$ cat config.mk
export PLATFORM = sky130hd
export DESIGN_NAME = scurve_step_interval_generator
export DESIGN_NICKNAME = d
export VERILOG_FILES = /design/src/hw/rtl/scsig_pkg.sv /design/src/hw/rtl/scsig_div.sv /design/src/hw/rtl/scsig_dp.sv /design/src/hw/rtl/scsig_ctrl.sv /design/src/hw/rtl/scurve_step_interval_generator.sv
export VERILOG_INCLUDE_DIRS = /design/src /design/src/hw/rtl
export SDC_FILE = /design/constraint.sdc
export NUM_CORES = 2
export LEC_CHECK = 0
export BUFFER_PORTS_ARGS = -buffer_cell sky130_fd_sc_hd__buf_2
export CAP_MARGIN = 20
export CORE_MARGIN = 2
export CORE_UTILIZATION = 55
export DETAILED_ROUTE_END_ITERATION = 7
export HOLD_SLACK_MARGIN = 0.03
export PLACE_DENSITY = 0.77
export SLEW_MARGIN = 20
export SYNTH_ARGS = -nofsm -noshare
export SYNTH_HDL_FRONTEND = slang
export SYNTH_HIERARCHICAL = 1
export SYNTH_SLANG_ARGS = --single-unit
$ cat constraint.sdc
create_clock -name clk -period 10.9 [get_ports clk]
set_input_delay 0.545 -clock clk [delete_from_list [all_inputs] [get_ports clk]]
set_output_delay 0.545 -clock clk [all_outputs]
set_load 0.005 [all_outputs]
$ cat src/hw/rtl/scurve_step_interval_generator_defines.svh
// Assertion macros shared by the S-curve step interval generator modules.
`ifndef SCURVE_STEP_INTERVAL_GENERATOR_DEFINES_SVH
`define SCURVE_STEP_INTERVAL_GENERATOR_DEFINES_SVH

// Checks that a condition holds at every rising clock edge outside reset.
`define SCSIG_ALWAYS(lbl, cond, msg) \
    lbl: assert property (@(posedge clk) disable iff (!rst_n) (cond)) else $error(msg);

// Checks that a consequent holds in the same cycle as its antecedent.
`define SCSIG_IMPLIES(lbl, ante, cons, msg) \
    lbl: assert property (@(posedge clk) disable iff (!rst_n) (ante) |-> (cons)) else $error(msg);

`endif

$ cat src/hw/rtl/scsig_pkg.sv
// Shared constants, codes and control structs of the S-curve step interval generator.
package scsig_pkg;

    localparam int unsigned IV_W   = 20;
    localparam int unsigned CNT_W  = 32;
    localparam int unsigned RAMP_W = 8;
    localparam int unsigned DIV_W  = 32;

    localparam logic [1:0] MODE_TICK = 2'd0;
    localparam logic [1:0] MODE_MOVE = 2'd1;
    localparam logic [1:0] MODE_RUN  = 2'd2;
    localparam logic [1:0] MODE_STOP = 2'd3;

    localparam logic [1:0] REG_TARGET = 2'd0;
    localparam logic [1:0] REG_MIN    = 2'd1;
    localparam logic [1:0] REG_MAX    = 2'd2;

    localparam logic [1:0] DIV_X  = 2'd0;
    localparam logic [1:0] DIV_VS = 2'd1;
    localparam logic [1:0] DIV_VT = 2'd2;
    localparam logic [1:0] DIV_IV = 2'd3;

    localparam logic [DIV_W-1:0]  VEL_NUM     = 32'd4096000000;
    localparam logic [DIV_W-1:0]  V_FLOOR     = 32'd4096;
    localparam logic [IV_W:0]     START_EXTRA = 21'd600;
    localparam logic [CNT_W-1:0]  LONG_MOVE   = 32'd150;
    localparam logic [RAMP_W-1:0] RAMP_CAP    = 8'd100;
    localparam logic [RAMP_W-1:0] CONT_RAMP   = 8'd120;
    localparam logic [CNT_W-1:0]  ENDLESS     = 32'hFFFF_FFFF;
    localparam logic [17:0]       S_THREE     = 18'd196608;

    localparam logic [IV_W-1:0] TARGET_RST = 20'd1000;
    localparam logic [IV_W-1:0] MIN_RST    = 20'd50;
    localparam logic [IV_W-1:0] MAX_RST    = 20'd20000;
    localparam logic [RAMP_W-1:0] RAMP_RST = 8'd60;

    typedef struct packed {
        logic       load_in;
        logic       decode;
        logic       div_start;
        logic [1:0] div_sel;
        logic       div_cap;
        logic       mul_sq;
        logic       mul_s;
        logic       blend;
        logic       iv_small;
        logic       load_out;
    } scsig_cmd_t;

    typedef struct packed {
        logic need_curve;
        logic v_small;
        logic div_done;
        logic out_free;
    } scsig_sts_t;

endpackage

$ cat src/hw/rtl/scsig_div.sv
// Radix-2 restoring divider, one quotient bit per cycle.
`include "scurve_step_interval_generator_defines.svh"

module scsig_div (
    input  logic                          clk,
    input  logic                          rst_n,
    input  logic                          start,
    input  logic [scsig_pkg::DIV_W-1:0]   dividend,
    input  logic [scsig_pkg::DIV_W-1:0]   divisor,
    output logic                          done,
    output logic [scsig_pkg::DIV_W-1:0]   quotient
);

    localparam int unsigned CNT_BITS = $clog2(scsig_pkg::DIV_W + 1);

    logic                        busy_reg;
    logic                        done_reg;
    logic [CNT_BITS-1:0]         cnt_reg;
    logic [scsig_pkg::DIV_W:0]   rem_reg;
    logic [scsig_pkg::DIV_W-1:0] quo_reg;
    logic [scsig_pkg::DIV_W:0]   rem_shift;
    logic [scsig_pkg::DIV_W:0]   rem_next;
    logic                        q_bit;

    always_comb
    begin
        rem_shift = {rem_reg[scsig_pkg::DIV_W-1:0], quo_reg[scsig_pkg::DIV_W-1]};
        q_bit     = (rem_shift >= {1'b0, divisor});
        rem_next  = q_bit ? (rem_shift - {1'b0, divisor}) : rem_shift;
    end

    always_ff @(posedge clk or negedge rst_n)
    begin
        if (!rst_n)
        begin
            busy_reg <= 1'b0;
            done_reg <= 1'b0;
            cnt_reg  <= '0;
        end
        else
        begin
            done_reg <= 1'b0;
            if (start)
            begin
                busy_reg <= 1'b1;
                cnt_reg  <= CNT_BITS'(scsig_pkg::DIV_W);
            end
            else if (busy_reg)
            begin
                cnt_reg <= cnt_reg - 1'b1;
                if (cnt_reg == CNT_BITS'(1))
                begin
                    busy_reg <= 1'b0;
                    done_reg <= 1'b1;
                end
            end
        end
    end

    always_ff @(posedge clk)
    begin
        if (start)
        begin
            rem_reg <= '0;
            quo_reg <= dividend;
        end
        else if (busy_reg)
        begin
            rem_reg <= rem_next;
            quo_reg <= {quo_reg[scsig_pkg::DIV_W-2:0], q_bit};
        end
    end

    assign done     = done_reg;
    assign quotient = quo_reg;

    `SCSIG_IMPLIES(a_no_restart, start, !busy_reg, "divider started while busy")
    `SCSIG_IMPLIES(a_done_idle, done_reg, !busy_reg, "divider done while still iterating")

endmodule

$ cat src/hw/rtl/scsig_dp.sv
// Datapath: configuration, motion state, S-curve arithmetic and the output register.
`include "scurve_step_interval_generator_defines.svh"

module scsig_dp (
    input  logic                           clk,
    input  logic                           rst_n,
    input  scsig_pkg::scsig_cmd_t          cmd,
    output scsig_pkg::scsig_sts_t          sts,
    input  logic                           cfg_valid,
    input  logic [1:0]                     cfg_index,
    input  logic [scsig_pkg::IV_W-1:0]     cfg_data,
    input  logic [1:0]                     mode,
    input  logic [scsig_pkg::CNT_W-1:0]    step_count,
    input  logic                           direction_cw,
    input  logic                           out_stall,
    output logic                           out_valid,
    output logic                           step_pulse,
    output logic [scsig_pkg::IV_W-1:0]     next_interval_us,
    output logic                           moving,
    output logic                           move_done,
    output logic                           direction_out
);

    localparam int unsigned IV_W   = scsig_pkg::IV_W;
    localparam int unsigned CNT_W  = scsig_pkg::CNT_W;
    localparam int unsigned RAMP_W = scsig_pkg::RAMP_W;
    localparam int unsigned DIV_W  = scsig_pkg::DIV_W;

    function automatic logic [IV_W-1:0] clamp_iv(input logic [IV_W-1:0] v,
                                                 input logic [IV_W-1:0] lo,
                                                 input logic [IV_W-1:0] hi);
        logic [IV_W-1:0] r;
        r = (v < lo) ? lo : v;
        r = (r > hi) ? hi : r;
        return r;
    endfunction

    // Configuration registers.
    logic [IV_W-1:0] tgt_reg, min_reg, max_reg;
    // Motion state.
    logic              run_reg, cont_reg, dir_reg;
    logic [CNT_W-1:0]  sl_reg, sd_reg;
    logic [RAMP_W-1:0] ru_reg, rd_reg;
    logic [IV_W-1:0]   si_reg;
    // Captured command.
    logic [1:0]        mode_reg;
    logic [CNT_W-1:0]  cnt_reg;
    logic              cw_reg;
    // Result under construction.
    logic              pulse_reg, done_reg, need_reg;
    logic [IV_W-1:0]   next_reg;
    // Curve arithmetic.
    logic [RAMP_W-1:0] cur_reg, tot_reg;
    logic [15:0]       x_reg, x2_reg;
    logic [17:0]       s_reg;
    logic [DIV_W-1:0]  vs_reg, vt_reg, v_reg;
    // Output register.
    logic              out_valid_reg, o_pulse_reg, o_moving_reg, o_done_reg, o_dir_reg;
    logic [IV_W-1:0]   o_next_reg;

    logic [IV_W-1:0]   lo_lim, hi_lim, tgt_eff;
    logic [IV_W:0]     start_sum;
    logic [IV_W-1:0]   start_iv;
    logic [CNT_W-1:0]  sl_dec, sd_inc, cand_cur;
    logic [RAMP_W-1:0] cand_tot;
    logic              cand;

    logic              d_run, d_cont, d_dir, d_pulse, d_done, d_curve;
    logic [CNT_W-1:0]  d_sl, d_sd;
    logic [RAMP_W-1:0] d_ru, d_rd;
    logic [IV_W-1:0]   d_si, d_next;

    logic [DIV_W-1:0]  div_a, div_b, div_q;
    logic              div_done;
    logic [31:0]       sq_prod;
    logic [17:0]       three_minus;
    logic [33:0]       s_prod;
    logic              v_up;
    logic [DIV_W-1:0]  v_diff;
    logic [49:0]       b_prod;
    logic [33:0]       v_sum;

    assign lo_lim    = (min_reg == '0) ? IV_W'(1) : min_reg;
    assign hi_lim    = (max_reg == '0) ? IV_W'(1) : max_reg;
    assign tgt_eff   = clamp_iv(tgt_reg, lo_lim, hi_lim);
    assign start_sum = {1'b0, tgt_eff} + scsig_pkg::START_EXTRA;
    assign start_iv  = (start_sum > {1'b0, hi_lim}) ? hi_lim : start_sum[IV_W-1:0];
    assign sl_dec    = sl_reg - 1'b1;
    assign sd_inc    = sd_reg + 1'b1;

    // Decode one command against the present motion state.
    always_comb
    begin
        d_run    = run_reg;
        d_cont   = cont_reg;
        d_dir    = dir_reg;
        d_sl     = sl_reg;
        d_sd     = sd_reg;
        d_ru     = ru_reg;
        d_rd     = rd_reg;
        d_si     = si_reg;
        d_pulse  = 1'b0;
        d_next   = '0;
        d_done   = 1'b0;
        d_curve  = 1'b0;
        cand     = 1'b0;
        cand_cur = sd_inc;
        cand_tot = ru_reg;
        unique case (mode_reg)
            scsig_pkg::MODE_MOVE, scsig_pkg::MODE_RUN:
            begin
                d_dir  = cw_reg;
                d_cont = (mode_reg == scsig_pkg::MODE_RUN);
                d_sd   = '0;
                if (mode_reg == scsig_pkg::MODE_RUN)
                begin
                    d_sl = scsig_pkg::ENDLESS;
                    d_ru = scsig_pkg::CONT_RAMP;
                    d_rd = '0;
                end
                else
                begin
                    d_sl = cnt_reg;
                    if (cnt_reg > scsig_pkg::LONG_MOVE)
                    begin
                        d_ru = (cnt_reg[CNT_W-1:2] > (CNT_W-2)'(scsig_pkg::RAMP_CAP)) ?
                               scsig_pkg::RAMP_CAP : cnt_reg[RAMP_W+1:2];
                        d_rd = d_ru;
                    end
                    else
                    begin
                        d_ru = cnt_reg[RAMP_W:1];
                        d_rd = cnt_reg[RAMP_W-1:0] - cnt_reg[RAMP_W:1];
                    end
                end
                d_si   = start_iv;
                d_run  = (mode_reg == scsig_pkg::MODE_RUN) || (cnt_reg != '0);
                d_next = d_run ? start_iv : '0;
                d_done = !d_run;
            end
            scsig_pkg::MODE_STOP:
            begin
                d_run  = 1'b0;
                d_cont = 1'b0;
                d_sl   = '0;
                d_sd   = '0;
            end
            scsig_pkg::MODE_TICK:
            begin
                if (run_reg)
                begin
                    d_pulse = 1'b1;
                    d_next  = tgt_eff;
                    if (!cont_reg && sl_reg != '0 && sl_reg != scsig_pkg::ENDLESS)
                    begin
                        d_sd = sd_inc;
                        d_sl = sl_dec;
                        if (sd_inc < CNT_W'(ru_reg))
                        begin
                            cand = 1'b1;
                        end
                        else if (sl_dec <= CNT_W'(rd_reg))
                        begin
                            cand     = 1'b1;
                            cand_cur = sl_dec;
                            cand_tot = rd_reg;
                        end
                        if (sl_dec == '0)
                        begin
                            d_run  = 1'b0;
                            d_next = '0;
                            d_done = 1'b1;
                            cand   = 1'b0;
                        end
                    end
                    else if (cont_reg && sd_reg < CNT_W'(ru_reg))
                    begin
                        d_sd = sd_inc;
                        cand = 1'b1;
                    end
                end
            end
        endcase
        // Outside the ramp proper, or with equal end speeds, the target stands as is.
        d_curve = cand && cand_tot != '0 && cand_cur < CNT_W'(cand_tot) && si_reg != tgt_eff;
    end

    always_comb
    begin
        unique case (cmd.div_sel)
            scsig_pkg::DIV_X:
            begin
                div_a = {8'b0, cur_reg, 16'b0};
                div_b = DIV_W'(tot_reg);
            end
            scsig_pkg::DIV_VS:
            begin
                div_a = scsig_pkg::VEL_NUM;
                div_b = DIV_W'(si_reg);
            end
            scsig_pkg::DIV_VT:
            begin
                div_a = scsig_pkg::VEL_NUM;
                div_b = DIV_W'(tgt_eff);
            end
            scsig_pkg::DIV_IV:
            begin
                div_a = scsig_pkg::VEL_NUM;
                div_b = v_reg;
            end
        endcase
    end

    scsig_div u_div (
        .clk      (clk),
        .rst_n    (rst_n),
        .start    (cmd.div_start),
        .dividend (div_a),
        .divisor  (div_b),
        .done     (div_done),
        .quotient (div_q)
    );

    assign sq_prod     = x_reg * x_reg;
    assign three_minus = scsig_pkg::S_THREE - {1'b0, x_reg, 1'b0};
    assign s_prod      = x2_reg * three_minus;
    assign v_up        = (vt_reg >= vs_reg);
    assign v_diff      = v_up ? (vt_reg - vs_reg) : (vs_reg - vt_reg);
    assign b_prod      = s_reg * v_diff;
    // The blend rounds toward the start speed.
    assign v_sum       = v_up ? ({2'b0, vs_reg} + b_prod[49:16])
                              : ({2'b0, vs_reg} - b_prod[49:16]);

    always_ff @(posedge clk or negedge rst_n)
    begin
        if (!rst_n)
        begin
            tgt_reg  <= scsig_pkg::TARGET_RST;
            min_reg  <= scsig_pkg::MIN_RST;
            max_reg  <= scsig_pkg::MAX_RST;
            run_reg  <= 1'b0;
            cont_reg <= 1'b0;
            dir_reg  <= 1'b1;
            sl_reg   <= '0;
            sd_reg   <= '0;
            ru_reg   <= scsig_pkg::RAMP_RST;
            rd_reg   <= scsig_pkg::RAMP_RST;
            si_reg   <= scsig_pkg::MAX_RST;
            need_reg <= 1'b0;
            out_valid_reg <= 1'b0;
        end
        else
        begin
            if (cfg_valid)
            begin
                unique case (cfg_index)
                    scsig_pkg::REG_TARGET: tgt_reg <= cfg_data;
                    scsig_pkg::REG_MIN:    min_reg <= cfg_data;
                    scsig_pkg::REG_MAX:    max_reg <= cfg_data;
                    default:               ;
                endcase
            end
            if (cmd.decode)
            begin
                run_reg  <= d_run;
                cont_reg <= d_cont;
                dir_reg  <= d_dir;
                sl_reg   <= d_sl;
                sd_reg   <= d_sd;
                ru_reg   <= d_ru;
                rd_reg   <= d_rd;
                si_reg   <= d_si;
                need_reg <= d_curve;
            end
            if (cmd.load_out)
            begin
                out_valid_reg <= 1'b1;
            end
            else if (!out_stall)
            begin
                out_valid_reg <= 1'b0;
            end
        end
    end

    always_ff @(posedge clk)
    begin
        if (cmd.load_in)
        begin
            mode_reg <= mode;
            cnt_reg  <= step_count;
            cw_reg   <= direction_cw;
        end
        if (cmd.decode)
        begin
            pulse_reg <= d_pulse;
            next_reg  <= d_next;
            done_reg  <= d_done;
            cur_reg   <= cand_cur[RAMP_W-1:0];
            tot_reg   <= cand_tot;
        end
        if (cmd.div_cap)
        begin
            unique case (cmd.div_sel)
                scsig_pkg::DIV_X:  x_reg  <= div_q[15:0];
                scsig_pkg::DIV_VS: vs_reg <= div_q;
                scsig_pkg::DIV_VT: vt_reg <= div_q;
                scsig_pkg::DIV_IV: next_reg <= clamp_iv(div_q[IV_W-1:0], lo_lim, hi_lim);
            endcase
        end
        if (cmd.mul_sq)
        begin
            x2_reg <= sq_prod[31:16];
        end
        if (cmd.mul_s)
        begin
            s_reg <= s_prod[33:16];
        end
        if (cmd.blend)
        begin
            v_reg <= v_sum[DIV_W-1:0];
        end
        if (cmd.iv_small)
        begin
            next_reg <= hi_lim;
        end
        if (cmd.load_out)
        begin
            o_pulse_reg  <= pulse_reg;
            o_next_reg   <= next_reg;
            o_moving_reg <= run_reg;
            o_done_reg   <= done_reg;
            o_dir_reg    <= dir_reg;
        end
    end

    assign sts.need_curve = need_reg;
    assign sts.v_small    = (v_reg <= scsig_pkg::V_FLOOR);
    assign sts.div_done   = div_done;
    assign sts.out_free   = !out_valid_reg || !out_stall;

    assign out_valid        = out_valid_reg;
    assign step_pulse       = o_pulse_reg;
    assign next_interval_us = o_next_reg;
    assign moving           = o_moving_reg;
    assign move_done        = o_done_reg;
    assign direction_out    = o_dir_reg;

    `SCSIG_IMPLIES(a_moving_rearms, out_valid_reg && o_moving_reg, o_next_reg != '0,
        "moving result without a next interval")
    `SCSIG_IMPLIES(a_done_stops, out_valid_reg && o_done_reg, !o_moving_reg,
        "finished move still reported as moving")

endmodule

$ cat src/hw/rtl/scsig_ctrl.sv
// Controller: sequences command decode, the S-curve steps and the result beat.
`include "scurve_step_interval_generator_defines.svh"

module scsig_ctrl (
    input  logic                   clk,
    input  logic                   rst_n,
    input  logic                   in_valid,
    output logic                   in_stall,
    input  scsig_pkg::scsig_sts_t  sts,
    output scsig_pkg::scsig_cmd_t  cmd
);

    localparam logic [3:0] ST_IDLE   = 4'd0;
    localparam logic [3:0] ST_DECODE = 4'd1;
    localparam logic [3:0] ST_ROUTE  = 4'd2;
    localparam logic [3:0] ST_XDIV   = 4'd3;
    localparam logic [3:0] ST_SQ     = 4'd4;
    localparam logic [3:0] ST_SCV    = 4'd5;
    localparam logic [3:0] ST_VSDIV  = 4'd6;
    localparam logic [3:0] ST_VTDIV  = 4'd7;
    localparam logic [3:0] ST_BLEND  = 4'd8;
    localparam logic [3:0] ST_IVDIV  = 4'd9;
    localparam logic [3:0] ST_OUT    = 4'd10;

    logic [3:0] state_reg, state_next;
    logic       go_reg, go_next;
    logic       div_en;
    logic [1:0] sel;
    logic [3:0] after;

    always_comb
    begin
        cmd        = '0;
        state_next = state_reg;
        go_next    = go_reg;
        div_en     = 1'b0;
        sel        = scsig_pkg::DIV_X;
        after      = ST_OUT;
        unique case (state_reg)
            ST_IDLE:
            begin
                if (in_valid)
                begin
                    cmd.load_in = 1'b1;
                    state_next  = ST_DECODE;
                end
            end
            ST_DECODE:
            begin
                cmd.decode = 1'b1;
                state_next = ST_ROUTE;
            end
            ST_ROUTE:
            begin
                state_next = sts.need_curve ? ST_XDIV : ST_OUT;
            end
            ST_XDIV:
            begin
                div_en = 1'b1;
                sel    = scsig_pkg::DIV_X;
                after  = ST_SQ;
            end
            ST_SQ:
            begin
                cmd.mul_sq = 1'b1;
                state_next = ST_SCV;
            end
            ST_SCV:
            begin
                cmd.mul_s  = 1'b1;
                state_next = ST_VSDIV;
            end
            ST_VSDIV:
            begin
                div_en = 1'b1;
                sel    = scsig_pkg::DIV_VS;
                after  = ST_VTDIV;
            end
            ST_VTDIV:
            begin
                div_en = 1'b1;
                sel    = scsig_pkg::DIV_VT;
                after  = ST_BLEND;
            end
            ST_BLEND:
            begin
                cmd.blend  = 1'b1;
                state_next = ST_IVDIV;
            end
            ST_IVDIV:
            begin
                sel = scsig_pkg::DIV_IV;
                // At or below one step per second the longest interval is used directly.
                if (!go_reg && sts.v_small)
                begin
                    cmd.iv_small = 1'b1;
                    state_next   = ST_OUT;
                end
                else
                begin
                    div_en = 1'b1;
                end
            end
            ST_OUT:
            begin
                if (sts.out_free)
                begin
                    cmd.load_out = 1'b1;
                    state_next   = ST_IDLE;
                end
            end
            default:
            begin
                state_next = ST_IDLE;
            end
        endcase

        cmd.div_sel = sel;
        if (div_en)
        begin
            if (!go_reg)
            begin
                cmd.div_start = 1'b1;
                go_next       = 1'b1;
            end
            else if (sts.div_done)
            begin
                cmd.div_cap = 1'b1;
                go_next     = 1'b0;
                state_next  = after;
            end
        end
    end

    always_ff @(posedge clk or negedge rst_n)
    begin
        if (!rst_n)
        begin
            state_reg <= ST_IDLE;
            go_reg    <= 1'b0;
        end
        else
        begin
            state_reg <= state_next;
            go_reg    <= go_next;
        end
    end

    assign in_stall = (state_reg != ST_IDLE);

    `SCSIG_IMPLIES(a_done_in_div, sts.div_done,
        state_reg == ST_XDIV || state_reg == ST_VSDIV || state_reg == ST_VTDIV ||
        state_reg == ST_IVDIV, "divider finished outside a divide step")
    `SCSIG_IMPLIES(a_go_in_div, go_reg,
        state_reg == ST_XDIV || state_reg == ST_VSDIV || state_reg == ST_VTDIV ||
        state_reg == ST_IVDIV, "divide pending outside a divide step")

endmodule

$ cat src/hw/rtl/scurve_step_interval_generator.sv
// Top level of the S-curve stepper step interval generator.
// Each input beat is one command (timer tick, counted move, continuous run or stop) and
// yields exactly one result beat. One command is in work at a time. A start, a stop, and
// a tick that needs no ramp point pass decode and route and go straight to the output
// step, and the next command is taken once the block is back in its idle state. A tick
// inside a ramp first runs the S-curve steps. The smoothstep point needs four divisions
// (ramp position, start speed, target speed, interval) on one shared radix-2 divider.
// Each division is a start step, 32 quotient bits and a done step. Two multiply steps
// follow the ramp position division and a blend follows the target speed division.
// When the blended speed is at or below one step per second the last division is
// skipped. A stalled result beat holds the block in its output step until the beat is
// taken. Configuration writes are taken at any time and should be made between commands.
module scurve_step_interval_generator (
    input  logic                               clk,
    input  logic                               rst_n,
    input  logic                               in_valid,
    output logic                               in_stall,
    input  logic [1:0]                         mode,
    input  logic [scsig_pkg::CNT_W-1:0]        step_count,
    input  logic                               direction_cw,
    output logic                               out_valid,
    input  logic                               out_stall,
    output logic                               step_pulse,
    output logic [scsig_pkg::IV_W-1:0]         next_interval_us,
    output logic                               moving,
    output logic                               move_done,
    output logic                               direction_out,
    input  logic                               cfg_valid,
    output logic                               cfg_ready,
    input  logic [1:0]                         cfg_index,
    input  logic [scsig_pkg::IV_W-1:0]         cfg_data
);

    scsig_pkg::scsig_cmd_t cmd;
    scsig_pkg::scsig_sts_t sts;

    assign cfg_ready = 1'b1;

    scsig_ctrl u_ctrl (
        .clk      (clk),
        .rst_n    (rst_n),
        .in_valid (in_valid),
        .in_stall (in_stall),
        .sts      (sts),
        .cmd      (cmd)
    );

    scsig_dp u_dp (
        .clk              (clk),
        .rst_n            (rst_n),
        .cmd              (cmd),
        .sts              (sts),
        .cfg_valid        (cfg_valid),
        .cfg_index        (cfg_index),
        .cfg_data         (cfg_data),
        .mode             (mode),
        .step_count       (step_count),
        .direction_cw     (direction_cw),
        .out_stall        (out_stall),
        .out_valid        (out_valid),
        .step_pulse       (step_pulse),
        .next_interval_us (next_interval_us),
        .moving           (moving),
        .move_done        (move_done),
        .direction_out    (direction_out)
    );

endmodule

==> impl_metrics.ini <==
[run_status]
status = complete, but fails checks
violations = negative setup slack

[timing]
setup_viol_count_final = 20
rsz0062_at_grt = true
clock-skew-final_ns = 0.0379
report.final.hold_viol_count = 0
timing.slew.headroom = 0.203
post-route-worst-setup-slack_ns = -1.21
worst-slew-pin-transition_ns = 1.20
min_period_over_period = 1.11
min_period_ns = 12.11
fmaxAchievable_mhz = 82.6
finalMaxSlewViolations = 0

[finish]
fin_nets = 9407
area.growth.synth_to_final_pct = 15.3
mostFrequentLayoutCell = sky130_fd_sc_hd__inv_1
post_route_cells_drive_above_1_share = 0.170
stdcell_area_mm2 = 0.0773
most-common-layout-cells = sky130_fd_sc_hd__inv_1 (1225), sky130_fd_sc_hd__nand2_1 (931), sky130_fd_sc_hd__fa_1 (838), sky130_fd_sc_hd__buf_4 (623), sky130_fd_sc_hd__ha_1 (574)

[grt]
grt_max_degree = 63
first_global_vias = 58300
wire_length_of_the_first_global_routing_pass_um = 312000
grt_remaining_overflow = 0
initial_antenna_violation_count = 6
grtUsageTotal = 0.312

[min_path]
hold_path_class = in2reg
whs_endpoint = u_dp/cnt_reg[6]
holdCritStartpoint = step_count[6]
hold_depth = 1

[drt]
drtPass1Iterations = 6
route.detailed.wl_per_inst_um = 20.4
via_count = 55900
drcViolationCount = 0
totalWireLength_um = 195000
route.detailed.vias_per_inst = 5.84
first_iter_violations = 4737
ant_nets = 0

[cts]
max-clock-path-buffers = 3
cts-buffers-inserted = 54
clkLatencyLatePin_ns = 0.66
clockRootBuffer = sky130_fd_sc_hd__clkbuf_16
htree_levels = 2
cts_num_sinks = 485
cts.clk_slew.worst_paths_ns = 0.08
tritoncts = done

[floorplanning]
die_width_um = 353
initial_core_util = 0.552
die-area_mm2 = 0.125
ioPinCount = 89
die_y_um = 353
placeableCoreArea_mm2 = 0.121
floorplan.rows = 128

[critical_path]
worst_setup_path_start_kind = flip-flop
worst-r2r-cell-count = 54
cp_top_family = adder cells
path_max_fanout = 8
cp.arrival_ns = 12.50
dominant_cell_type_by_count_on_the_critical_path = sky130_fd_sc_hd__fa_1
slowest_delay_ns = 0.58
reg2reg_setup_slack_ns = -1.21
worstPathRequired_ns = 11.30
critical_path.slowest_cell = sky130_fd_sc_hd__fa_1
r2r-start = u_dp/vt_reg[0]
crit_path_start = u_dp/vt_reg[0]
crit_buf_inv = 13
regToRegEndpoint = u_dp/v_reg[28]
worstSetupPathType = reg2reg
crit_path_end_kind = flip-flop

[synth]
yosys.area.top_type_share = 0.255
avgSynthCellArea_um2 = 9.09
synth_flop_cell = sky130_fd_sc_hd__edfxtp_1
ys_warn_count = 6
distinct_cell_type_count_of_the_synthesized_netlist = 126
synth.yosys.seq_area_share = 0.197
synth_area_leaders = sky130_fd_sc_hd__fa_1 (25%), sky130_fd_sc_hd__edfxtp_1 (11%), sky130_fd_sc_hd__ha_1 (11%)
synthDominantAreaCellType = sky130_fd_sc_hd__fa_1
mappedNetlistArea_mm2 = 0.0670
synth_enable_flop_cells = 255
netlist_instances = 7374
synth-seq-cells = 485
synth-async-reset-ratio = 0.367

[power]
power.density_cell_area_mw_per_mm2 = 170
max-vdd-ir-drop_v = 0.000188
power_leakage_nw = 36.7
finalPower_mw = 13.2

[place]
dpl.hpwl_um = 153000
pre_cts_ws_ns = -1.15
placement.cell_area_mm2 = 0.0735
place_congestion = 0.989
placement.io_buffers = 87

[run]
max_cap_violations = 0
## cells in the mapped netlist (42+ instances only)
cell	count
sky130_fd_sc_hd__a21o_1	117
sky130_fd_sc_hd__o21ai_1	42
sky130_fd_sc_hd__xnor2_1	167
sky130_fd_sc_hd__xor2_1	98
sky130_fd_sc_hd__nand2_1	956
sky130_fd_sc_hd__mux2_2	126
sky130_fd_sc_hd__o21ai_0	275
sky130_fd_sc_hd__fa_1	852
sky130_fd_sc_hd__dfrtp_1	150
sky130_fd_sc_hd__nand3_1	98
sky130_fd_sc_hd__a21oi_1	299
sky130_fd_sc_hd__nand2b_1	59
sky130_fd_sc_hd__buf_2	53
sky130_fd_sc_hd__clkbuf_1	248
sky130_fd_sc_hd__inv_1	1244
sky130_fd_sc_hd__dfxtp_1	52
sky130_fd_sc_hd__o211ai_1	51
sky130_fd_sc_hd__nor3_1	93
sky130_fd_sc_hd__nor2b_1	58
sky130_fd_sc_hd__ha_1	593
sky130_fd_sc_hd__o21a_1	61
sky130_fd_sc_hd__nand4_1	90
sky130_fd_sc_hd__edfxtp_1	255
sky130_fd_sc_hd__and2_1	333
sky130_fd_sc_hd__and3_1	45
sky130_fd_sc_hd__nor4_1	54
sky130_fd_sc_hd__nor2_1	281
## worst register-to-register path: cells and delay by family, from the launching register on
kind | cells | cell delay (ns)
AOI/OAI and AO/OA | 17 | 3.85
xor gates and xnor gates | 3 | 0.59
adders and majority gates | 10 | 4.24
buffers and inverters | 13 | 1.30
DFF | 1 | 0.38
and+or+nand+nor | 11 | 1.52
## area by class of cell
type	instances	area (µm²)
multi-input cells	5317	49300
fillers	9744	44100
flip-flops and latches	485	13200
repair buffers	793	6280
inverters	1249	4690
well taps	1625	2030
clock buffers	67	1410
clock inverters	35	367
diodes	5	12.5
## metrics by stage
stage	util	cells	TNS [ns]	hold WS, ns
6_report	0.637	9576	-12.87	0.0620
5_1_grt	0.636	9571	-23.63	0.0410
4_1_cts	0.628	9529	-8.32	0.0311
3_5_place_dp	0.605	9361	-10.67	0.413
3_3_place_gp	0.605	9361	-6.73	0.425
2_1_floorplan	-	7392	-0.538	0.249
## routing by layer
metal | up-vias | global-route usage | wire length [µm]
li1 | 25200 | - | -
met1 | 27700 | 0.403 | 76900
met2 | 2487 | 0.520 | 93200
met3 | 547 | 0.0485 | 15100
met4 | 0 | 0.141 | 9840
met5 | - | 0 | 0
## cells by family (layout without fill, tap and decap cells)
family / count (synthesis) / in the layout / synth area share
compound gates: 1219 / 1219 / 0.121
fa+ha+maj: 1445 / 1445 / 0.365
xor+xnor: 268 / 268 / 0.0356
buf+inv: 1590 / 2144 / 0.0923
simple gates: 2207 / 2207 / 0.161
flops: 485 / 485 / 0.197
other cells: 2 / 25 / 0.000112
mux: 158 / 158 / 0.0276
## worst max-delay path by stage
stage | cells after the start | endpoint
3_5_place_dp | 50 | u_dp/v_reg[31]
3_3_place_gp | 48 | u_dp/v_reg[31]
6_report | 54 | u_dp/v_reg[28]
5_1_grt | 54 | u_dp/v_reg[28]
4_1_cts | 50 | u_dp/v_reg[31]
2_1_floorplan | 53 | u_dp/v_reg[31]
## report_power, final
group | internal, mW | leakage [nW] | total, mW | switching, mW
Clock | 1.05 | 0.869 | 1.88 | 0.830
Sequential | 2.61 | 4.98 | 3.20 | 0.596
Combinational | 3.37 | 30.9 | 8.07 | 4.70
## repair_timing
item                                    CTS  global route
hold buffers                             25             0
hold endpoints to repair                 79             0
endpoints found under the setup margin   22            24
pin swaps                                25           125
setup buffers                            41            47
gates resized for setup                  80           140
Power figures use the tool's default switching activity.
